**config.mk**
```make
export PLATFORM = sky130hd
export DESIGN_NAME = golay_24_12_decoder
export DESIGN_NICKNAME = d
export VERILOG_FILES = /design/src/hw/rtl/golay24_pkg.sv /design/src/hw/rtl/golay_24_12_decoder.sv
export SDC_FILE = /design/constraint.sdc
export NUM_CORES = 1
export LEC_CHECK = 0
export ABC_AREA = 0
export BUFFER_PORTS_ARGS = -buffer_cell sky130_fd_sc_hd__buf_2
export CAP_MARGIN = 15
export CORE_ASPECT_RATIO = 1.5
export CORE_MARGIN = 10
export CORE_UTILIZATION = 25
export CTS_BUF_LIST = sky130_fd_sc_hd__clkbuf_2
export DETAILED_ROUTE_END_ITERATION = 8
export GPL_ROUTABILITY_DRIVEN = 0
export PLACE_DENSITY_LB_ADDON = 0.15
export SYNTH_ARGS = -nofsm -noshare
export SYNTH_HDL_FRONTEND = slang
export SYNTH_SLANG_ARGS = --single-unit
```
**constraint.sdc**
```tcl
create_clock -name i_clk -period 14.3 [get_ports i_clk]
set_input_delay 2.86 -clock i_clk [delete_from_list [all_inputs] [get_ports i_clk]]
set_output_delay 2.86 -clock i_clk [all_outputs]
set_load 0.02 [all_outputs]
```
**src/hw/rtl/golay24_pkg.sv**
```systemverilog
`timescale 1ns / 1ps

package golay24_pkg;

    typedef logic [11:0] t_half;
    typedef logic [3:0]  t_count;

    // Row r of the symmetric generator part B; bit c holds column c.
    localparam logic [11:0][11:0] B_ROWS = {
        12'b0111_1111_1111,
        12'b1100_0111_0110,
        12'b1000_1110_1101,
        12'b1001_1101_1010,
        12'b1011_1011_0100,
        12'b1111_0110_1000,
        12'b1110_1101_0001,
        12'b1101_1010_0011,
        12'b1011_0100_0111,
        12'b1110_1000_1110,
        12'b1101_0001_1101,
        12'b1010_0011_1011
    };

    localparam t_count MAX_WEIGHT = 4'd3;
    localparam t_count ROW_WEIGHT = 4'd2;

    function automatic t_count pop12(input t_half v);
        t_count n;
        n = '0;
        for (int k = 0; k < 12; k++) begin
            n = n + t_count'(v[k]);
        end
        return n;
    endfunction

    function automatic t_half times_b(input t_half v);
        t_half acc;
        acc = '0;
        for (int r = 0; r < 12; r++) begin
            if (v[r]) begin
                acc = acc ^ B_ROWS[r];
            end
        end
        return acc;
    endfunction

    // One-hot mask of the lowest row r with weight(v ^ B_r) <= 2, zero if none.
    function automatic t_half lowest_row(input t_half v);
        t_half hits;
        for (int r = 0; r < 12; r++) begin
            hits[r] = (pop12(v ^ B_ROWS[r]) <= ROW_WEIGHT);
        end
        return hits & (~hits + 12'd1);
    endfunction

    function automatic t_half select_row(input t_half onehot);
        t_half acc;
        acc = '0;
        for (int r = 0; r < 12; r++) begin
            if (onehot[r]) begin
                acc = acc | B_ROWS[r];
            end
        end
        return acc;
    endfunction

endpackage

```
**src/hw/rtl/golay_24_12_decoder.sv**
```systemverilog
// Extended Golay (24,12) decoder, corrects up to three bit errors per word.
// Input channel: i_valid / o_ready with i_received_word; bits 0 to 11 are
// parity and bits 12 to 23 are the message.
// Output channel: o_valid / i_ready with o_decoded_message and
// o_uncorrectable; an uncorrectable word gives a zero message.
// A beat is taken on each edge where valid and ready are both high.
// It takes one beat per cycle unless stalled and holds no state between words.
// It is a four-register pipeline: input register, syndrome, second syndrome
// with first row search, and output register.
// When the receiver holds i_ready low with a result waiting, every stage
// freezes and o_ready falls; nothing is lost or repeated.
// o_ready is high whenever the output register is empty or being taken.
// Synchronous active-low reset clears all valid bits; payload registers
// are not reset.
`timescale 1ns / 1ps

module golay_24_12_decoder (
    input  logic        i_clk,
    input  logic        i_rst_n,
    input  logic        i_valid,
    output logic        o_ready,
    input  logic [23:0] i_received_word,
    output logic        o_valid,
    input  logic        i_ready,
    output logic [11:0] o_decoded_message,
    output logic        o_uncorrectable
);

    logic                r_v1, r_v2, r_v3, r_v4;
    logic [23:0]         r_word;
    golay24_pkg::t_half  r_high2, r_s;
    golay24_pkg::t_half  r_high3, r_s2, r_row1;
    logic                r_ok1;
    golay24_pkg::t_half  r_msg;
    logic                r_bad;

    golay24_pkg::t_half  n_s, n_s2, n_row1, n_row2, n_msg;
    logic                n_ok1, n_bad;
    logic                w_adv;

    assign w_adv   = !r_v4 || i_ready;
    assign o_ready = w_adv;

    always_comb begin
        n_s    = r_word[11:0] ^ golay24_pkg::times_b(r_word[23:12]);
        n_s2   = golay24_pkg::times_b(r_s);
        n_ok1  = (golay24_pkg::pop12(r_s) <= golay24_pkg::MAX_WEIGHT);
        n_row1 = golay24_pkg::lowest_row(r_s);
        n_row2 = golay24_pkg::lowest_row(r_s2);
        n_bad  = 1'b0;
        if (r_ok1) begin
            n_msg = r_high3;
        end else if (r_row1 != '0) begin
            n_msg = r_high3 ^ r_row1;
        end else if (golay24_pkg::pop12(r_s2) <= golay24_pkg::MAX_WEIGHT) begin
            n_msg = r_high3 ^ r_s2;
        end else if (n_row2 != '0) begin
            n_msg = r_high3 ^ r_s2 ^ golay24_pkg::select_row(n_row2);
        end else begin
            n_msg = '0;
            n_bad = 1'b1;
        end
    end

    always_ff @(posedge i_clk) begin
        if (!i_rst_n) begin
            r_v1 <= 1'b0;
            r_v2 <= 1'b0;
            r_v3 <= 1'b0;
            r_v4 <= 1'b0;
        end else if (w_adv) begin
            r_v1 <= i_valid;
            r_v2 <= r_v1;
            r_v3 <= r_v2;
            r_v4 <= r_v3;
        end
    end

    always_ff @(posedge i_clk) begin
        if (w_adv) begin
            r_word  <= i_received_word;
            r_high2 <= r_word[23:12];
            r_s     <= n_s;
            r_high3 <= r_high2;
            r_s2    <= n_s2;
            r_ok1   <= n_ok1;
            r_row1  <= n_row1;
            r_msg   <= n_msg;
            r_bad   <= n_bad;
        end
    end

    assign o_valid           = r_v4;
    assign o_decoded_message = r_msg;
    assign o_uncorrectable   = r_bad;

endmodule

```
# --- Word-level counts from Yosys, hierarchy flattened ---
# Cells that the tools add are included.
word_totals:
  ff_bits: 102
  elab_cells: 425
classes:
  n_addsub: 282
  order_cmp: 26
  mux: 45
  n_bitwise: 54
  n_reduce_logical: 5
op_table:
  columns: ["op", "count"]
  rows:
  - ["4-bit by 1-bit adder with 4-bit output", 214]
  - ["12-bit two-way mux", 41]
  - ["7-bit NOT", 42]
  - ["4-bit by 2-bit <= comparator with 1-bit output (second input constant)", 26]
  - ["3-bit by 1-bit adder with 4-bit output", 22]
  - ["2-bit by 1-bit adder with 3-bit output", 22]
  - ["12-bit bitwise XOR", 4]
  - ["1-bit by 1-bit adder with 2-bit output", 22]
  - ["11-bit NOT", 4]
  - ["11-bit two-way mux", 3]
  - ["12-bit by 1-bit adder with 12-bit output (second input constant)", 2]
  - ["12-bit bitwise AND", 2]
  - ["12-bit NOT", 2]
  - ["12-bit nonzero test", 2]
  - ["3-bit OR reduction", 1]
  - ["1-bit logical NOT", 1]
  - ["1-bit logical OR", 1]
  - ["1-bit two-way mux", 1]

# --- Longest topological paths before layout ---
depth:
  word_depth: 37
  depth_mapped: 19
  mapped_depth_nobuf: 19

# --- Worst setup path before layout ---
# No wires, ideal clock.
synth_timing:
  path_type: "input port to output port"
  startpoint: "input port i_ready"
  endpoint: "output port o_ready"
  arrival_time_ns: 5.919
  required_ns: 11.440
  setup_slack_ns: 5.521
  cell_stages: 2
  n_path_buf: 1
  cell_sequence: "nand2b_1 clkbuf_1"
synth_via:
  elab_chain_len: 1
synth_rtl:
  columns: ["element", "line", "text"]
  rows:
  - ["from (decl)", "golay_24_12_decoder.sv:24", "input logic i_ready,"]
  - ["1-bit logical OR", "golay_24_12_decoder.sv:41", "assign w_adv = !r_v4 || i_ready;"]
  - ["to (decl)", "golay_24_12_decoder.sv:21", "output logic o_ready,"]
# No other way between the ends.

# --- Worst setup path after layout ---
# Same ends and word-level chain as after synthesis.

==> summary.md <==
| Metric | Value |
|---|---|
| Run status | `finished clean` |
| Synth top area share | `0.306` |
| Port Buffers | `42` |
| Delay of the slowest cell on the worst path | `420 ps` |
| Most common cell in the synthesized netlist | `inv_1` |
| Routed Antenna Nets | `0` |
| Buf+Inv Stages, Crit Path | `2` |
| RSZ-0062 raised after global routing | `false` |
| Synth Area in Compound Gates | `0.0920` |
| Crit end category | `primary output` |
| Clock transition at path regs | `300 ps` |
| Nets | `1402` |
| Final HPWL DP | `24.7 mm` |
| Hold wc startpoint | `r_high2[9]` |
| H-tree Lvls | `3` |
| Max FO, Critical Path | `38` |
| Setup Fix Bufs, Post-CTS | `0` |
| FF+latch count, synth | `102` |
| Post-synthesis sequential area ratio | `0.257` |
| Gr usage total | `0.110` |
| Remaining global-route overflow | `0` |
| Drt initial violations | `296` |
| Largest net degree at the start of global routing | `67` |
| Die Height | `286 um` |
| Ys Warns | `0` |
| Synth unique cells | `71` |
| CP delay by family, top | `simple AND/OR/NAND/NOR gates` |
| Leading area contributor after synthesis | `fa_1` |
| Synth async-reset ratio | `0` |
| Synth area leaders | `fa_1 31%, edfxtp_1 25%, ha_1 12%, xnor2_1 7.4%, inv_1 6.8%` |
| Largest family of logic cells by synthesized area | `adder cells` |
| Final hold violation count | `0` |
| Setup violators final | `0` |
| Synth Net Count | `1346` |
| Arr. time, crit path | `3630 ps` |
| Via count | `7174` |
| Root Driver | `clkbuf_2` |
| Fin area | `12900 um2` |
| Clock latency on the worst-skew pair | `600 ps` |
| Setup TNS | `0 ps` |
| Fin crit period | `6490 ps` |
| Detailed Route WL | `29.3 mm` |
| Slowest cell on the critical path | `nand2b_4` |
| First-pass GRT wire length | `47.2 mm` |
| Synth Area in XOR/XNOR | `0.0885` |
| Drt first pass iters | `4` |
| Tightest Hold Check Type | `flip-flop to flip-flop` |
| Cell Rows | `97` |
| Multiplexer share of the synthesized area | `0.00521` |
| Max-slew headroom | `0.365` |
| Final period util | `0.454` |
| Worst Setup SP | `i_ready` |
| Longest Clk Path Bufs | `2` |
| Max_cap viols | `0` |
| Core area | `46600 um2` |
| Post-synth top flop | `edfxtp_1` |
| Mapped Cells | `1025` |
| I/O pins | `43` |
| Post-CTS sizing | `0` |
| ANT cells | `0` |
| Post-synthesis simple-gate area fraction | `0.0598` |
| Synthesized area per cell | `11.5 um2` |
| Post-Route Skew | `43.6 ps` |
| Drt drc | `0` |
| CP startpoint kind | `primary input` |
| DIE WIDTH | `197 um` |
| Vias per cell | `4.27` |
| CTS buffer count | `9` |
| Crit-path cells | `buf_2, nand2b_4, buf_2` |
| FF-to-FF Start | `r_s2[2]` |
| Top cells by count, synth | `212 x inv_1, 180 x fa_1, 113 x ha_1, 99 x xnor2_1, 98 x edfxtp_1` |
| Layout cells sized above 1 | `0.0848` |
| EDFF count, synth | `98` |
| Critical path class | `primary input to primary output` |
| WL per Instance | `17.4 um` |
| Mapped cell area | `11800 um2` |
| Hold Buf Count CTS | `0` |
| Die area | `56400 um2` |
| Max frequency | `0.154 GHz` |
| Adder-Cell Fraction of Synth Area | `0.426` |
| CTS tree | `built` |
| Vias in the first global route | `8074` |
| Critical path's most frequent cell | `buf_2` |
| CTS Sinks | `102` |
| Fin. max-slew vios | `0` |
| Area Growth Syn to Fin | `9.48%` |
| Fin Hold WS | `435 ps` |
| Initial antenna violation count | `0` |
| Area after DPL | `12800 um2` |
| Initial Util | `0.253` |
| Worst Path Required | `11440 ps` |
| Worst-margin pin slew | `947 ps` |
[through the flow]
step / utilization / instances / setup WS, ps
2_1_floorplan: - / 1025 / 5520
3_3_place_gp: 0.275 / 1664 / 7780
3_5_place_dp: 0.275 / 1664 / 7780
4_1_cts: 0.277 / 1679 / 7780
5_1_grt: 0.277 / 1679 / 7350
6_report: 0.277 / 1679 / 7810
[sequential cells by signal, summed over array words and instances, names as in the netlist]
register and count:
r_ok1 1, r_high2 12, r_word 24, r_s 12, r_high3 12, r_v1 1, r_s2 12, r_row1 12
r_v2 1, o_decoded_message 12, o_uncorrectable 1, r_v3 1, o_valid 1
[final timing paths]
kind / cells past startpoint / endpoint / slack (ps)
max reg2reg: 16 / o_decoded_message[8] / 7830
min: 0 / r_high3[9] / 430
min reg2reg: 0 / r_high3[9] / 430
max: 3 / o_ready / 7810
[placed cells by master, fill, tap and decap left out, types with 3 or more instances in the layout]
cell type    n
o211ai_1     7
xnor2_1     99
or2_2        5
a21oi_1     48
clkbuf_2     9
a31oi_1      5
nor2b_1     11
dfxtp_1      4
and3_1       5
fa_1       180
o21ai_0     25
nand3_1     15
a41oi_1      4
edfxtp_1    98
a22oi_1      4
buf_2       42
o211a_1      5
or3_1        3
o22ai_1      4
a211oi_1     7
nor2_1      26
inv_1      212
mux2i_1      5
nand2_1     27
and2_1       4
and3b_1      3
ha_1       113
nor3_1       4
a21o_1       6
nand2b_1     4
a221oi_1     3
xor2_1      20
buf_4       14
inv_6        3
nor3b_1      5
nor4_1       5
[final cells by class]
type	instances	area, um2
clock inverters	6	53.8
inverters	212	796
flip-flops and latches	102	3020
well taps	594	743
multi-input cells	700	7920
clock buffers	9	45.0
repair buffers	56	315
fillers	4938	33700
[logic make-up (layout without fill, tap and decap cells)]
family | Yosys count | in the layout
xor gates and xnor gates | 119 | 119
buffers and inverters | 223 | 283
DFF | 102 | 102
AOI/OAI and AO/OA | 153 | 153
muxes | 6 | 6
and+or+nand+nor | 129 | 129
adders and majority gates | 293 | 293
[layer usage]
layer / up-vias / GRT usage / part of all wire
met3: 20 / 0.00905 / 0.019
met2: 84 / 0.226 / 0.60
li1: 3489 / - / -
met4: 0 / 0.0270 / 0.017
met1: 3581 / 0.114 / 0.36
met5: - / 0 / 0
Power is not shown: default switching activity piles up to over one toggle a cycle in this logic, so the estimate is an artifact.
